--- config.mk ---
export PLATFORM = sky130hd
export DESIGN_NAME = counting_semaphore_wait_queue
export DESIGN_NICKNAME = d
export VERILOG_FILES = /design/src/rtl/csq_pkg.sv /design/src/rtl/csq_ctrl.sv /design/src/rtl/csq_dp.sv /design/src/rtl/counting_semaphore_wait_queue.sv
export SDC_FILE = /design/constraint.sdc
export NUM_CORES = 1
export LEC_CHECK = 0
export ABC_AREA = 1
export BUFFER_PORTS_ARGS = -buffer_cell sky130_fd_sc_hd__buf_4
export CAP_MARGIN = 20
export CORE_UTILIZATION = 59
export DETAILED_ROUTE_END_ITERATION = 10
export PLACE_DENSITY = 0.8
export SETUP_SLACK_MARGIN = 0.2
export SYNTH_ARGS = -nofsm -noshare
export SYNTH_HDL_FRONTEND = slang
export SYNTH_SLANG_ARGS = --single-unit
--- constraint.sdc ---
create_clock -name i_clk -period 3.2 [get_ports i_clk]
set_clock_uncertainty 0.15 [all_clocks]
set_input_delay 0 -clock i_clk [delete_from_list [all_inputs] [get_ports i_clk]]
set_output_delay 0 -clock i_clk [all_outputs]
set_load 0.1 [all_outputs]
--- src/rtl/csq_pkg.sv ---
// ----------------------------------------------------------------------------
// csq_pkg: shared types and constants for the counting semaphore
// Holds payload structs, controller/datapath command and status bundles,
// operation codes and register map constants.
// ----------------------------------------------------------------------------
package csq_pkg;

    // Default depth of the wait queue.
    localparam int QUEUE_DEPTH_DEF = 16;

    // Field widths.
    localparam int OP_W    = 2;
    localparam int TASK_W  = 8;
    localparam int COUNT_W = 16;

    // Register port geometry.
    localparam int APB_AW = 3;
    localparam int APB_DW = 32;

    // Operation codes.
    localparam logic [OP_W-1:0] OP_WAIT   = 2'd0;
    localparam logic [OP_W-1:0] OP_SIGNAL = 2'd1;
    localparam logic [OP_W-1:0] OP_BCAST  = 2'd2;
    localparam logic [OP_W-1:0] OP_RSVD   = 2'd3;

    // Register indexes (taken from the word address bit).
    localparam logic REG_INIT_COUNT = 1'b0;
    localparam logic REG_MAX_COUNT  = 1'b1;

    // One input transaction.
    typedef struct packed {
        logic [OP_W-1:0]   op;
        logic [TASK_W-1:0] task_id;
    } t_csq_in;

    // One result transaction.
    typedef struct packed {
        logic               granted;
        logic               blocked;
        logic               queue_overflow;
        logic               woke;
        logic [TASK_W-1:0]  woken_task;
        logic [COUNT_W-1:0] count_now;
        logic               last;
    } t_csq_out;

    // Commands from the controller to the datapath.
    typedef struct packed {
        logic capture;  // latch the incoming item
        logic take;     // wait takes a token
        logic push;     // wait enters the queue
        logic drop;     // wait dropped, queue full
        logic pop;      // remove the oldest waiter
        logic raise;    // raise the count toward the ceiling
        logic emit;     // load the output register
        logic last;     // final result of this item
    } t_csq_cmd;

    // Status from the datapath to the controller.
    typedef struct packed {
        logic [OP_W-1:0] op;
        logic            count_nz;
        logic            fill_zero;
        logic            fill_one;
        logic            fill_full;
        logic            out_free;
    } t_csq_sts;

endpackage

--- src/rtl/csq_ctrl.sv ---
// ----------------------------------------------------------------------------
// csq_ctrl: sequencing state machine for the counting semaphore
// Accepts one item at a time, decides what each step does from the
// datapath status and walks the queue for a broadcast.
// ----------------------------------------------------------------------------
module csq_ctrl (
    input  logic              i_clk,
    input  logic              i_rst_n,
    input  logic              i_in_valid,
    input  csq_pkg::t_csq_sts i_sts,
    output csq_pkg::t_csq_cmd o_cmd,
    output logic              o_idle
);
    import csq_pkg::*;

    localparam logic [1:0] S_IDLE  = 2'd0;
    localparam logic [1:0] S_EXEC  = 2'd1;
    localparam logic [1:0] S_BWAIT = 2'd2;

    logic [1:0] r_state;
    logic [1:0] n_state;

    assign o_idle = (r_state == S_IDLE);

    // Next state and command decode.
    always_comb begin
        n_state = r_state;
        o_cmd   = '0;
        case (r_state)
            S_IDLE: begin
                if (i_in_valid) begin
                    o_cmd.capture = 1'b1;
                    n_state       = S_EXEC;
                end
            end
            S_EXEC: begin
                if (i_sts.out_free) begin
                    o_cmd.emit = 1'b1;
                    o_cmd.last = 1'b1;
                    n_state    = S_IDLE;
                    case (i_sts.op)
                        OP_WAIT: begin
                            if (i_sts.count_nz) begin
                                o_cmd.take = 1'b1;
                            end else if (!i_sts.fill_full) begin
                                o_cmd.push = 1'b1;
                            end else begin
                                o_cmd.drop = 1'b1;
                            end
                        end
                        OP_SIGNAL: begin
                            o_cmd.pop   = !i_sts.fill_zero;
                            o_cmd.raise = 1'b1;
                        end
                        OP_BCAST: begin
                            if (!i_sts.fill_zero) begin
                                o_cmd.pop   = 1'b1;
                                o_cmd.raise = 1'b1;
                                o_cmd.last  = i_sts.fill_one;
                                // More waiters: let the read port fetch the new head.
                                if (!i_sts.fill_one) begin
                                    n_state = S_BWAIT;
                                end
                            end
                        end
                        default: begin
                            // Reserved code gives one plain result.
                        end
                    endcase
                end
            end
            S_BWAIT: begin
                n_state = S_EXEC;
            end
            default: begin
                n_state = S_IDLE;
            end
        endcase
    end

    // State register.
    always_ff @(posedge i_clk) begin
        if (!i_rst_n) begin
            r_state <= S_IDLE;
        end else begin
            r_state <= n_state;
        end
    end

endmodule

--- src/rtl/csq_dp.sv ---
// ----------------------------------------------------------------------------
// csq_dp: datapath of the counting semaphore
// Token count, configuration registers, circular wait queue in a memory
// with a registered read port, and the result register.
// ----------------------------------------------------------------------------
module csq_dp #(
    parameter int QUEUE_DEPTH = csq_pkg::QUEUE_DEPTH_DEF
) (
    input  logic                        i_clk,
    input  logic                        i_rst_n,
    input  csq_pkg::t_csq_cmd           i_cmd,
    input  csq_pkg::t_csq_in            i_in_data,
    input  logic                        i_cfg_wr,
    input  logic                        i_cfg_idx,
    input  logic [csq_pkg::APB_DW-1:0]  i_cfg_wdata,
    input  logic                        i_cfg_rd_idx,
    output logic [csq_pkg::APB_DW-1:0]  o_cfg_rdata,
    input  logic                        i_out_stall,
    output logic                        o_out_valid,
    output csq_pkg::t_csq_out           o_out_data,
    output csq_pkg::t_csq_sts           o_sts
);
    import csq_pkg::*;

    localparam int PTR_W  = (QUEUE_DEPTH > 1) ? $clog2(QUEUE_DEPTH) : 1;
    localparam int FILL_W = $clog2(QUEUE_DEPTH + 1);
    localparam logic [PTR_W-1:0]  PTR_LAST  = PTR_W'(QUEUE_DEPTH - 1);
    localparam logic [FILL_W-1:0] FILL_FULL = FILL_W'(QUEUE_DEPTH);
    localparam logic [FILL_W-1:0] FILL_ONE  = FILL_W'(1);

    logic [COUNT_W-1:0] r_init_cnt;
    logic [COUNT_W-1:0] r_max_cnt;
    logic [COUNT_W-1:0] r_count;
    logic [COUNT_W-1:0] n_count;
    logic [PTR_W-1:0]   r_head;
    logic [PTR_W-1:0]   r_tail;
    logic [FILL_W-1:0]  r_fill;
    logic [TASK_W-1:0]  r_mem [QUEUE_DEPTH];
    logic [TASK_W-1:0]  r_rd_data;
    t_csq_in            r_item;
    logic               r_out_valid;
    t_csq_out           r_out;

    // Status toward the controller.
    assign o_sts.op        = r_item.op;
    assign o_sts.count_nz  = (r_count != '0);
    assign o_sts.fill_zero = (r_fill == '0);
    assign o_sts.fill_one  = (r_fill == FILL_ONE);
    assign o_sts.fill_full = (r_fill == FILL_FULL);
    assign o_sts.out_free  = !r_out_valid || !i_out_stall;

    // Register read-back.
    assign o_cfg_rdata = (i_cfg_rd_idx == REG_MAX_COUNT)
                       ? {{(APB_DW-COUNT_W){1'b0}}, r_max_cnt}
                       : {{(APB_DW-COUNT_W){1'b0}}, r_init_cnt};

    // Count after this step: a take lowers it, a raise stops at the ceiling.
    always_comb begin
        n_count = r_count;
        if (i_cmd.take) begin
            n_count = r_count - COUNT_W'(1);
        end else if (i_cmd.raise && (r_count < r_max_cnt)) begin
            n_count = r_count + COUNT_W'(1);
        end
    end

    // Configuration registers, count and queue pointers.
    always_ff @(posedge i_clk) begin
        if (!i_rst_n) begin
            r_init_cnt <= '0;
            r_max_cnt  <= COUNT_W'(1);
            r_count    <= '0;
            r_head     <= '0;
            r_tail     <= '0;
            r_fill     <= '0;
        end else if (i_cfg_wr) begin
            if (i_cfg_idx == REG_INIT_COUNT) begin
                r_init_cnt <= i_cfg_wdata[COUNT_W-1:0];
                r_count    <= i_cfg_wdata[COUNT_W-1:0];
                r_head     <= '0;
                r_tail     <= '0;
                r_fill     <= '0;
            end else begin
                r_max_cnt <= i_cfg_wdata[COUNT_W-1:0];
            end
        end else begin
            r_count <= n_count;
            if (i_cmd.push) begin
                r_tail <= (r_tail == PTR_LAST) ? '0 : r_tail + PTR_W'(1);
                r_fill <= r_fill + FILL_W'(1);
            end else if (i_cmd.pop) begin
                r_head <= (r_head == PTR_LAST) ? '0 : r_head + PTR_W'(1);
                r_fill <= r_fill - FILL_W'(1);
            end
        end
    end

    // Waiter memory: one write port at the tail, registered read at the head.
    always_ff @(posedge i_clk) begin
        if (i_cmd.push) begin
            r_mem[r_tail] <= r_item.task_id;
        end
        r_rd_data <= r_mem[r_head];
    end

    // Item holding register.
    always_ff @(posedge i_clk) begin
        if (i_cmd.capture) begin
            r_item <= i_in_data;
        end
    end

    // Result register.
    always_ff @(posedge i_clk) begin
        if (!i_rst_n) begin
            r_out_valid <= 1'b0;
        end else if (i_cmd.emit) begin
            r_out_valid <= 1'b1;
        end else if (!i_out_stall) begin
            r_out_valid <= 1'b0;
        end
    end

    always_ff @(posedge i_clk) begin
        if (i_cmd.emit) begin
            r_out.granted        <= i_cmd.take;
            r_out.blocked        <= i_cmd.push;
            r_out.queue_overflow <= i_cmd.drop;
            r_out.woke           <= i_cmd.pop;
            r_out.woken_task     <= i_cmd.pop ? r_rd_data : '0;
            r_out.count_now      <= n_count;
            r_out.last           <= i_cmd.last;
        end
    end

    assign o_out_valid = r_out_valid;
    assign o_out_data  = r_out;

endmodule

--- src/rtl/counting_semaphore_wait_queue.sv ---
// ----------------------------------------------------------------------------
// counting_semaphore_wait_queue: counting semaphore with a FIFO wait queue
// Wait, signal and broadcast operations on a token count; blocked tasks
// are held in a circular queue and woken oldest first.
//
//   Channel   Direction  Handshake            Payload
//   input     in         i_in_valid/o_in_stall  i_in_data  (op, task_id)
//   output    out        o_out_valid/i_out_stall o_out_data (seven fields)
//   config    in         APB psel/penable      paddr, pwdata, prdata
//
// Wait, signal and the reserved code are accepted and then executed. A
// broadcast pops one waiter per execute step, with a wait step between
// pops, and gives one plain result when the queue is empty; the
// registered read port of the waiter memory presents the new head only
// after each pop. Reset is synchronous; the memory is not cleared.
// A stall on the output holds the execute step until the result register
// frees; the next item is accepted while a finished result still waits.
// ----------------------------------------------------------------------------
module counting_semaphore_wait_queue #(
    parameter int QUEUE_DEPTH = csq_pkg::QUEUE_DEPTH_DEF
) (
    input  logic                        i_clk,
    input  logic                        i_rst_n,
    input  logic                        i_in_valid,
    output logic                        o_in_stall,
    input  csq_pkg::t_csq_in            i_in_data,
    output logic                        o_out_valid,
    input  logic                        i_out_stall,
    output csq_pkg::t_csq_out           o_out_data,
    input  logic                        psel,
    input  logic                        penable,
    input  logic                        pwrite,
    input  logic [csq_pkg::APB_AW-1:0]  paddr,
    input  logic [csq_pkg::APB_DW-1:0]  pwdata,
    output logic [csq_pkg::APB_DW-1:0]  prdata,
    output logic                        pready
);
    import csq_pkg::*;

    t_csq_cmd w_cmd;
    t_csq_sts w_sts;
    logic     w_idle;
    logic     w_cfg_wr;

    // Register write completes in the access phase.
    assign pready     = 1'b1;
    assign w_cfg_wr   = psel && penable && pwrite;
    assign o_in_stall = !w_idle;

    csq_ctrl u_ctrl (
        .i_clk      (i_clk),
        .i_rst_n    (i_rst_n),
        .i_in_valid (i_in_valid),
        .i_sts      (w_sts),
        .o_cmd      (w_cmd),
        .o_idle     (w_idle)
    );

    csq_dp #(
        .QUEUE_DEPTH (QUEUE_DEPTH)
    ) u_dp (
        .i_clk        (i_clk),
        .i_rst_n      (i_rst_n),
        .i_cmd        (w_cmd),
        .i_in_data    (i_in_data),
        .i_cfg_wr     (w_cfg_wr),
        .i_cfg_idx    (paddr[2]),
        .i_cfg_wdata  (pwdata),
        .i_cfg_rd_idx (paddr[2]),
        .o_cfg_rdata  (prdata),
        .i_out_stall  (i_out_stall),
        .o_out_valid  (o_out_valid),
        .o_out_data   (o_out_data),
        .o_sts        (w_sts)
    );

endmodule
### After elaboration in Yosys (flattened, before gate mapping)

Memories as Yosys holds them, arrays and structs flattened. A register that Yosys moved wholly into a read port is not among the register bits.
Index checks and enable logic that the tools add are counted.

* add/sub/neg operators: 6
* muxes and demuxes: 40
* $lt $le $gt $ge: 1
* bitwise gates (word level): 4
* equal/unequal tests: 13
* reductions and logical operators: 23

Operators by type and width (count)
* $mux 16: 5
* $mux 4: 8
* $mux 5: 4
* $add 16x1->16 const B: 1
* $lt 16x16->1: 1
* $reduce_bool 16->1: 1
* $sub 16x1->16 const B: 1
* $mux 2: 7
* $mux 7: 2
* $reduce_and 2->1: 6
* $mux 1: 11
* $add 4x1->4 const B: 2
* $eq 4x4->1 const B: 2
* $ne 2x2->1 const B: 3
* $pmux 2 s3: 1
* $add 5x1->5 const B: 1
* $eq 5x1->1 const B: 1
* $eq 5x5->1 const B: 1
* $logic_not 5->1: 1
* $sub 5x1->5 const B: 1
* $eq 2x1->1 const B: 2
* $eq 2x2->1 const B: 2
* $logic_not 1->1: 4
* $logic_not 2->1: 2
* 10 further kinds: 17

* bits in registers: 103
* memories: 1
* logic and storage cells: 105
* output and inout bits: 64
* bits in writable memories: 128

Memories
* u_dp.r_mem: words 16, bits a word 8, rd ports 1, clocked after Yosys merged registers in 1, write ports 1, RTL line csq_dp.sv:38 `logic [TASK_W-1:0] r_mem [QUEUE_DEPTH];`

### Longest topological paths before layout

* depth after elaboration: 10
* mapped depth: 17
* depth with buffers taken out: 17

### Hierarchy

Synthesis repeated with hierarchy kept, for this count alone.

* cells, all modules: 1102
* area total of the unflattened synthesis: 10805.4 sq um

By module, submodules not included
* csq_dp: area an instance 10556.4 sq um, sequential area each 6416.2 sq um, instances 1, cells each 1062
* csq_ctrl: area an instance 220.2 sq um, sequential area each 40.0 sq um, instances 1, cells each 34
* counting_semaphore_wait_queue: area an instance 28.8 sq um, sequential area each 0.0 sq um, instances 1, cells each 6

### Worst setup path after synthesis

No wires, ideal clock.

* path kind: register to register
* start: register u_dp.r_out_valid (netlist: u_dp.o_out_valid)
* end: memory u_dp.r_mem[0][0], enable pin
* data arrival time: 2400 ps
* buffers on the path: 1
* setup time: 370 ps
* setup slack: 280 ps
* period minus slack after synthesis: 2920 ps
* stages on the path, launching flop included: 11
* path through: dfxtp_1 -> nand2_1 -> nand3_2 -> inv_2 -> nand2_2 -> inv_2 -> nand4_2 -> buf_6 -> inv_2 -> nand2_1 -> nor2_1

RTL lines
* from (decl): RTL line csq_dp.sv:41 `logic r_out_valid;`
* from (signal assigned): RTL line csq_dp.sv:116 `r_out_valid <= 1'b0;`
* from (signal assigned): RTL line csq_dp.sv:118 `r_out_valid <= 1'b1;`
* from (signal assigned): RTL line csq_dp.sv:120 `r_out_valid <= 1'b0;`
* to (decl): RTL line csq_dp.sv:38

### Worst setup path after layout

* start: register u_dp.r_count[11]
* end: register u_dp.r_out, in the netlist u_dp.o_out_data[5], data pin

* word-level cells in the longest chain between the ends: 6
* elaborated cells on any way between the ends: 9

Ends and longest elaborated chain
* from (decl): RTL line csq_dp.sv:33 `logic [COUNT_W-1:0] r_count;`
* from (signal assigned): RTL line csq_dp.sv:79 `r_count <= i_cfg_wdata[COUNT_W-1:0];`
* from (signal assigned): RTL line csq_dp.sv:87 `r_count <= n_count;`
* branches (longest 5 deep; another with $lt 16x16->1)
* $mux 16 (*): RTL line csq_dp.sv:60 `if (i_cmd.take) begin`
* via u_dp.n_count[4]: RTL line csq_dp.sv:34 `logic [COUNT_W-1:0] n_count;`
* to (decl): RTL line csq_dp.sv:42 `t_csq_out r_out;`

Mark *: on every way through the listed nets, which the timed path passes.
A chain may end at the register's enable or synchronous reset.

==> impl_metrics.env <==
export IMPL_drc=0
export IMPL_postCtsSetupBuffers=0
export IMPL_fmax_ghz=0.384
export IMPL_setup_viol=0
export IMPL_synthArstFlopShare_pct=0
export IMPL_p_leak_nw=4.88
export IMPL_synth_seq_cells=239
export IMPL_min_period_ns=2.61
export IMPL_critPathKind="reg2reg"
export IMPL_hold_start="penable"
export IMPL_cts_buffer_depth=3
export IMPL_tns_ns=0
export IMPL_ctsHoldBuffers=45
export IMPL_synth_cell_type_count=45
export IMPL_crit_top_cell="nand2_1"
export IMPL_die_w_um=138
export IMPL_cts_sinks=239
export IMPL_p_comb_share_pct=14.4
export IMPL_maxSlewViolCount=0
export IMPL_yosys_most_used_dff="edfxtp_1"
export IMPL_gp_congestion=0.938
export IMPL_pwr_share_seq_pct=47.8
export IMPL_core_region_area_um2=18000
export IMPL_switching_share_pct=27.6
export IMPL_cp_start_kind="flip-flop"
export IMPL_endpoint_kind="flip-flop"
export IMPL_htreeDepth=1
export IMPL_p_int_mw=5.27
export IMPL_cpMaxStageDelayCell="dfxtp_1"
export IMPL_syn2layout_area_growth_pct=18.7
export IMPL_rows=49
export IMPL_track_usage_pct=29.2
export IMPL_critPathMaxStageDelay_ns=0.55
export IMPL_n_antenna_cell=0
export IMPL_cts_root_buf="clkbuf_16"
export IMPL_final_common_cell="edfxtp_1"
export IMPL_drt_iter0_drc=921
export IMPL_wl_mm=26.9
export IMPL_grt_start_max_net_pins=68
export IMPL_hold_viol=0
export IMPL_startpoint="u_dp.r_count[11]"
export IMPL_syn_area_per_cell_um2=10.1
export IMPL_synth_edf_count=167
export IMPL_die_h_um=138
export IMPL_placed_cells=1359
export IMPL_fillCellCount=1215
export IMPL_nNetsFinal=1283
export IMPL_clk_pin_slew_ns=0.07
export IMPL_maxSlewHeadroom_pct=40.3
export IMPL_yosys_warnings=0
export IMPL_p_switching_mw=2.01
export IMPL_antenna_found_initial=0
export IMPL_cts_resized=0
export IMPL_seq_area_um2=6460
export IMPL_synth_seq_area_share_pct=59.5
export IMPL_instances_no_fill=1448
export IMPL_die_area_um2=18900
export IMPL_hold_class="in2reg"
export IMPL_path_cells="ha_1, nand2_1, inv_1, o21ai_1, a21oi_1, nor2_2, nand2_2, inv_2, nand2_1, nand2_1, nand2_1, and2_1"
export IMPL_status="complete, no violations"
export IMPL_critPathMaxFanout=10
export IMPL_reg2reg_from="u_dp.r_count[11]"
export IMPL_required_ns=3.32
export IMPL_cts_tree="yes"
export IMPL_grt_pass1_vias=8090
export IMPL_synth_cells=1073
export IMPL_pwr_share_clk_pct=37.7
export IMPL_syn_area_um2=10800
export IMPL_first_pass_iters=6
export IMPL_power_per_cell_area_nw_per_um2=566
export IMPL_drtAntennaViolNets=0
export IMPL_viasPerCell=5.89
export IMPL_final_cell_mix="edfxtp_1 (167), nand2_1 (164), buf_4 (107)"
export IMPL_cap_viol_max_count=0
export IMPL_drive_gt1_share_pct=15.2
export IMPL_ios=116
export IMPL_max_slew_worst_pin_slew_ns=0.892
export IMPL_grt_first_pass_wirelength_mm=42.0
export IMPL_hpwl_mm=16.9
export IMPL_port_buffer_count=80
export IMPL_num_vias=8530
export IMPL_rsz0062_at_grt="no"
export IMPL_initial_core_util_pct=60.4
export IMPL_fin_crit_sh_pct=81.4
export IMPL_multi_input_area_um2=3670
export IMPL_clk_latency_ns=0.52
export IMPL_peakVddDrop_mv=0.521
export IMPL_gr_total_overflow=0
export IMPL_cts_buffers=24
export IMPL_wl_per_cell_um=18.6
export IMPL_arrival_ns=2.73
-- power by group through the flow --
stage / registers [mW] / clock network, mW / logic (mW)
floorplan: 3.71 / 0 / 0.578
global placement: 3.54 / 0 / 0.964
detailed placement: 3.55 / 0 / 0.982
CTS: 3.48 / 2.76 / 1.03
global route: 3.49 / 2.88 / 1.12
finish: 3.48 / 2.75 / 1.05
-- final cells by class --
class                      instances  area share (%)
sequential                       239            50.2
inverter                         115            3.35
multi-input combinational        669            28.5
timing repair buffer             152            9.74
clock inverter                     9           0.817
tap                              229            2.23
clock buffer                      35            5.14
-- layer usage --
metal | vias up | global-route usage (%) | share of wire, %
li1 | 3942 | - | -
met1 | 4037 | 40.3 | 40
met2 | 491 | 46.5 | 47
met3 | 60 | 5.63 | 10
met4 | 0 | 9.71 | 2.2
met5 | - | 0 | 0
-- worst max-delay path: cells and delay by family, from the launching register on --
| kind | cells | cell delay, ns |
|---|---|---|
| DFF | 1 | 0.55 |
| adders and majority gates | 1 | 0.31 |
| AOI/OAI and AO/OA | 2 | 0.14 |
| and+or+nand+nor | 7 | 0.99 |
| buffers and inverters | 2 | 0.20 |
-- sequential cells by signal, indices dropped and copies added, names as in the netlist --
register,count
u_dp.r_count,16
u_dp.r_head,4
u_dp.r_max_cnt,16
u_dp.r_item,8
u_dp.o_out_data,29
u_dp.r_mem,128
u_dp.r_init_cnt,16
u_dp.o_out_valid,1
u_dp.o_sts,2
u_dp.r_fill,5
u_ctrl.r_state,2
u_dp.r_tail,4
u_dp.r_rd_data,8
-- through the flow --
stage | util, % | power (mW) | instance area, µm² | hold WS, ns | setup WS [ns]
global route | 71.6 | 7.50 | 12900 | 0.0449 | 0.446
finish | 71.6 | 7.28 | 12900 | 0.0292 | 0.594
global placement | 64.9 | 4.50 | 11700 | 0.0284 | 0.735
floorplan | - | 4.29 | 10900 | -0.0511 | 0.280
CTS | 71.6 | 7.27 | 12900 | 0.0255 | 0.694
detailed placement | 64.9 | 4.53 | 11700 | 0.0294 | 0.726
-- synth_stat cells, types with 2 or more instances --
cell type	n	area (µm²)
edfxtp_1	167	5010
nand2_1	164	616
inv_1	105	394
nor2_1	100	375
o21ai_0	93	465
dfxtp_1	72	1440
nand3_1	57	285
a21oi_1	49	245
clkbuf_1	32	120
ha_1	30	375
mux2i_1	26	260
o221ai_1	26	228
buf_4	18	135
o22ai_1	17	106
nor3_1	12	60.1
buf_2	9	45.0
inv_2	9	33.8
nand2_2	9	56.3
nand4_1	9	56.3
nor2_2	8	50.1
o211ai_1	7	52.6
o21ai_1	6	30.0
and2_1	5	31.3
o32ai_1	5	43.8
buf_1	4	15.0
nand3_2	4	40.0
nor3_2	3	30.0
o21a_1	3	22.5
xor2_1	3	26.3
a211oi_1	2	15.0
a31oi_1	2	12.5
buf_6	2	22.5
conb_1	2	7.51
nor2_4	2	22.5
-- cell families (layout without fill, tap and decap cells) --
family                     Yosys count  in the layout  synth area share, %
and+or+nand+nor                    377            377                 15.3
DFF                                239            239                 59.5
AOI/OAI and AO/OA                  216            216                 11.9
buffers and inverters              180            311                 7.10
adders and majority gates           30             30                 3.46
muxes                               26             26                 2.40
xor gates and xnor gates             3              3                0.242
other                                2             17               0.0693
-- worst paths after layout --
check                        to  slack [ns]  cells after the start
min              u_dp.r_head[1]        0.03                      4
max          u_dp.o_out_data[5]        0.59                     12
max reg2reg  u_dp.o_out_data[5]        0.59                     12
min reg2reg  u_dp.r_init_cnt[2]        0.32                      2
Note: power is estimated with default switching activity, not from simulation.
